$ cat config.mk
export PLATFORM = sky130hd
export DESIGN_NAME = tcpw_char_map
export DESIGN_NICKNAME = d
export VERILOG_FILES = /design/src/hdl/tcpw_pkg.sv /design/src/hdl/tcpw_char_map.sv
export SDC_FILE = /design/constraint.sdc
export NUM_CORES = 1
export LEC_CHECK = 0
export BUFFER_PORTS_ARGS = -buffer_cell sky130_fd_sc_hd__buf_2
export CORE_AREA = 4 4 41 43
export DETAILED_ROUTE_END_ITERATION = 10
export DIE_AREA = 0 0 45 47
export GPL_ROUTABILITY_DRIVEN = 1
export PLACE_DENSITY = 0.5
export SYNTH_ARGS = -nofsm -noshare
export SYNTH_HDL_FRONTEND = slang
export SYNTH_SLANG_ARGS = --single-unit
export TNS_END_PERCENT = 5
$ cat constraint.sdc
create_clock -name vclk -period 6.2
set_clock_uncertainty 0.05 [all_clocks]
set_input_delay 0.62 -clock vclk [all_inputs]
set_output_delay 0.62 -clock vclk [all_outputs]
set_load 0.005 [all_outputs]
$ cat src/hdl/tcpw_pkg.sv
// Shared types, codes and helpers for the text console page writer.
`timescale 1ns / 1ps

package tcpw_pkg;

   // Request kinds carried in req_tuser
   typedef enum logic [1:0] {
      FN_PUT    = 2'd0,
      FN_CLEAR  = 2'd1,
      FN_CURSOR = 2'd2,
      FN_READ   = 2'd3
   } func_type;

   // Fixed field widths of the stream ports
   localparam int FUNC_W     = 2;
   localparam int CHAR_W     = 8;
   localparam int COORD_W    = 8;
   localparam int WADDR_W    = 10;
   localparam int CODE_W     = 8;
   localparam int CCOL_W     = 6;
   localparam int CLINE_W    = 5;
   localparam int REQ_DATA_W = 24;
   localparam int RSP_DATA_W = 40;

   // Character and screen code constants
   localparam logic [CHAR_W-1:0] NEWLINE_CHAR = 8'h0A;
   localparam logic [CHAR_W-1:0] PRINT_MIN    = 8'h20;
   localparam logic [CODE_W-1:0] BLANK_CODE   = 8'hA0;
   localparam logic [CODE_W-1:0] ZERO_CODE    = 8'h00;

   // One result item
   typedef struct packed {
      logic               cell_written;
      logic [WADDR_W-1:0] write_address;
      logic [CODE_W-1:0]  write_code;
      logic               scrolled;
      logic [CCOL_W-1:0]  cursor_column;
      logic [CLINE_W-1:0] cursor_line;
      logic [CODE_W-1:0]  read_code;
   } res_type;

   // Clamp a signed coordinate to 0..limit-1
   function automatic int clamp_coord(input logic signed [COORD_W-1:0] raw, input int limit);
      int v;
      v = int'(raw);
      if (v < 0) v = 0;
      if (v >= limit) v = limit - 1;
      return v;
   endfunction

endpackage

$ cat src/hdl/tcpw_char_map.sv
// Character byte to screen code mapping (case fold, normal or inverse set).
`timescale 1ns / 1ps

module tcpw_char_map (
   input  logic [tcpw_pkg::CHAR_W-1:0] char_byte,
   input  logic                        inverse_on,
   output logic [tcpw_pkg::CODE_W-1:0] code_out
);
   import tcpw_pkg::*;

   localparam logic [CHAR_W-1:0] CASE_OFFSET = 8'h20;
   localparam logic [CHAR_W-1:0] UPPER_BASE  = 8'h40;
   localparam logic [CODE_W-1:0] HIGH_BIT    = 8'h80;
   localparam logic [CODE_W-1:0] INV_SPACE   = 8'h20;

   logic [CHAR_W-1:0] folded;

   // Fold lowercase to uppercase
   always_comb begin
      if (char_byte inside {[8'h61:8'h7A]}) begin
         folded = char_byte - CASE_OFFSET;
      end else begin
         folded = char_byte;
      end
   end

   // Normal set toggles the high bit; inverse set keeps only letters, digits, punctuation
   always_comb begin
      if (!inverse_on) begin
         code_out = folded ^ HIGH_BIT;
      end else if (folded inside {[8'h40:8'h5F]}) begin
         code_out = folded - UPPER_BASE;
      end else if (folded inside {[8'h20:8'h3F]}) begin
         code_out = folded;
      end else begin
         code_out = INV_SPACE;
      end
   end

endmodule

# After elaboration in Yosys (flattened, before gate mapping)
# Index checks and enable logic that the tools add are counted.
# word_totals
ff_bits,0
output_inout_bits,8
# classes
bitwise_logic,1
add_sub_neg,2
n_lt_le_gt_ge,6
reduce_logical,3
mux,4
# ops
cell,count
$mux W8,4
$ge A8 B7 Y1 const B,2
$le A8 B7 Y1 const B,2
$ge A8 B6 Y1 const B,1
$le A8 B6 Y1 const B,1
$sub A8 B6 Y8 const B,1
$sub A8 B7 Y8 const B,1
$logic_and A1 B1 Y1,3
$not A1 Y1,1

# Depth between registers and ports, before layout
# depth
word_depth,8
ltp_mapped,11
ltp_nobuf,11

# Least setup slack after synthesis
# Ideal clock, no wire load.
# synth_timing
kind,input to output
startpoint,in char_byte[3] in the netlist's numbering
endpoint,out code_out[0] in the netlist's numbering
slack_ns,2.983
cell_stages,10
arrival_time_ns,2.547
t_required_ns,5.530
path_cell_list,or4_4 o22ai_1 nor2_1 nor2_1 ha_1 nand4_1 o21ai_0 o211ai_1 o2111ai_2 and2_1
# synth_via
elab_chain_cells,8
elab_cells_between_ends,15
classes_between,2 x add/sub; 6 x order compare; 4 x mux; 3 x reduce/logical
# synth_rtl
element,line_no,rtl
start: declaration,tcpw_char_map.sv:5,"input logic [tcpw_pkg::CHAR_W-1:0] char_byte,"
$ge A8 B7 Y1 / $le A8 B7 Y1 (equally long branches),tcpw_char_map.sv:20,if (char_byte inside {[8'h61:8'h7A]}) begin
$logic_and A1 B1 Y1,tcpw_char_map.sv:20,
$mux W8 (*),tcpw_char_map.sv:20,
$ge A8 B6 Y1 / $le A8 B6 Y1 (equally long branches),tcpw_char_map.sv:33,end else if (folded inside {[8'h20:8'h3F]}) begin
$logic_and A1 B1 Y1,tcpw_char_map.sv:33,
$mux W8,tcpw_char_map.sv:33,
$mux W8,tcpw_char_map.sv:31,end else if (folded inside {[8'h40:8'h5F]}) begin
$mux W8 (*),tcpw_char_map.sv:29,if (!inverse_on) begin
end: declaration,tcpw_char_map.sv:7,output logic [tcpw_pkg::CODE_W-1:0] code_out
# Mark *: on every way between the ends. The rest lies on a longest branch, timed or not.

# Worst setup path after layout
# layout_timing
startpoint,in char_byte[3] in the netlist's numbering
endpoint,out code_out[3] in the netlist's numbering
# Same word-level chain as after synthesis.

==> impl_metrics.ini <==
[status]
status = complete, no violations

[final_layout]
area_growth_pct = 33.62
nNetsFinal = 74
flops_and_latches = 0
regArea_um2 = 0
antennaDiodeCount = 0
clkbuf_count = 0
fin_util_pct = 30.19
final_layout_size_suffix_gt1_share_pct = 33.33

[critical_path]
crit_type = in2out
path_max_fanout = 5
arrival_ns = 2.98
start_kind = input port
crit_path_end_kind = output pin
worst-endpoint-required_ns = 5.53

[routing]
drtPass1Iterations = 4
drt-initial-drc-count = 6
num_vias = 391
routed_wl_um = 833
wire_per_inst_um = 11.11
drtAntennaViolNets = 0
drc = 0
vias_per_cell = 5.213

[place]
portBuffers = 17
hpwl_um = 723.4
pre_cts_slack_ns = 2.525
place_congestion = 0.7318

[timing]
grt_setup_unrepaired = false
setup_viol = 0
tightest_slew_ns = 0.4813
hold_violations = 0
relSlewSlack_pct = 67.64
worst_slack_ns = 2.553
tns_ns = 0
post-route-min-period_ns = 3.647
period_share_pct = 58.82
max_freq_mhz = 274.2
slew_violations = 0

[global_route]
grt_max_degree = 10
grt_pass1_vias = 365
grtUsageTotal_pct = 8.104
grt_overflow = 0
antenna_found_initial = 0
grt_pass1_wl_um = 1400

[synthesis]
netlist_instances = 44
synth-seq-area-share_pct = 0
netlist-cell-type-count = 22
syn_area_um2 = 294.0
avgSynthCellArea_um2 = 6.683
synthesis.nets = 56
yosysWarnings = 0

[floorplan]
dieArea_um2 = 2115
die_w_um = 45
rows = 13
start_util_pct = 22.60
ios = 17
core_um2 = 1301
die_h_um = 47

[pwr]
ir_drop_mv = 0.02133
leakagePower_nw = 0.2088
p_per_area_nw_per_um2 = 66.16

[clock_tree]
postCtsResizedCells = 0
hold_buffers = 0
postCtsSetupBuffers = 0

[min_path]
hold_class = in2out

[job]
cap_violations = 0
[cell usage in the layout (no fill, tap or decap)]
cell type	n
buf_2	17
inv_1	5
and2_1	5
nand2_1	3
a21oi_1	3
nand3_1	3
ha_1	3
o22ai_1	2
o31ai_1	2
nand4_1	2
o21ai_0	2
nor2_1	2
a41o_1	2
or4_4	1
nor2b_1	1
o221ai_1	1
and3_1	1
o211ai_1	1
or4_1	1
nand2b_4	1
o2111ai_2	1
a31oi_1	1
[per-stage QoR]
step / power [mW] / instances / cell area [um^2] / hold slack, ns
floorplan: 0.01500 / 44 / 294.0 / 1.300
CTS: 0.02628 / 75 / 392.9 / 1.509
global route: 0.02987 / 75 / 392.9 / 1.527
finish: 0.02599 / 75 / 392.9 / 1.501
global placement: 0.02619 / 75 / 392.9 / 1.497
detailed placement: 0.02618 / 75 / 392.9 / 1.507
[cells in the mapped netlist, types with 2 or more instances]
library cell	count	share of area [%]
and2_1	5	11
ha_1	3	13
o31ai_1	2	5.1
a21oi_1	3	5.1
a41o_1	2	6.8
nor2_1	2	2.6
nand2_1	3	3.8
nand4_1	2	4.3
nand3_1	3	5.1
inv_1	5	6.4
o22ai_1	2	4.3
o21ai_0	2	3.4
[final cells by class]
cell class / instances / area [um^2]
inverter: 5 / 18.77
multi-input combinational: 38 / 270.3
timing repair buffer: 17 / 85.08
fill: 156 / 908.4
tap: 15 / 18.77
[routing by layer]
metal	up-vias	GRT usage (%)	routed length [um]
li1	204	-	-
met1	168	11.01	418
met2	19	14.97	339
met3	0	0.3831	76
met4	0	0	0
met5	-	0	0
[kinds of logic (layout without fill, tap and decap cells)]
| family | count (synthesis) | in the layout | synth area share [%] |
|---|---|---|---|
| AO/OA/AOI/OAI | 15 | 15 | 37.44 |
| AND/OR/NAND/NOR | 20 | 20 | 41.70 |
| adder cells (fa/ha/maj) | 3 | 3 | 12.77 |
| buffers and inverters | 6 | 22 | 8.084 |
[worst paths after layout]
path | startpoint | to | slack (ns) | depth (start not counted)
worst max-delay path | char_byte[3] | code_out[3] | 2.55 | 12
worst min-delay path | char_byte[3] | code_out[3] | 1.50 | 3
[report_power, final]
group / total [mW] / leakage (nW) / switching [mW] / internal [mW]
registers: 0 / 0 / 0 / 0
clock network: 0 / 0 / 0 / 0
logic: 0.0260 / 0.209 / 0.0141 / 0.0119
total: 0.0260 / 0.209 / 0.0141 / 0.0119
[critical path, cell delays in order]
cell and delay [ns]:
buf_2 0.11, or4_4 0.54, o22ai_1 0.26, nor2_1 0.10, nor2_1 0.19, ha_1 0.23
nand4_1 0.12, o21ai_0 0.16, o211ai_1 0.14, o2111ai_2 0.24, and2_1 0.15, buf_2 0.11
Power figures use the tool's default switching activity.
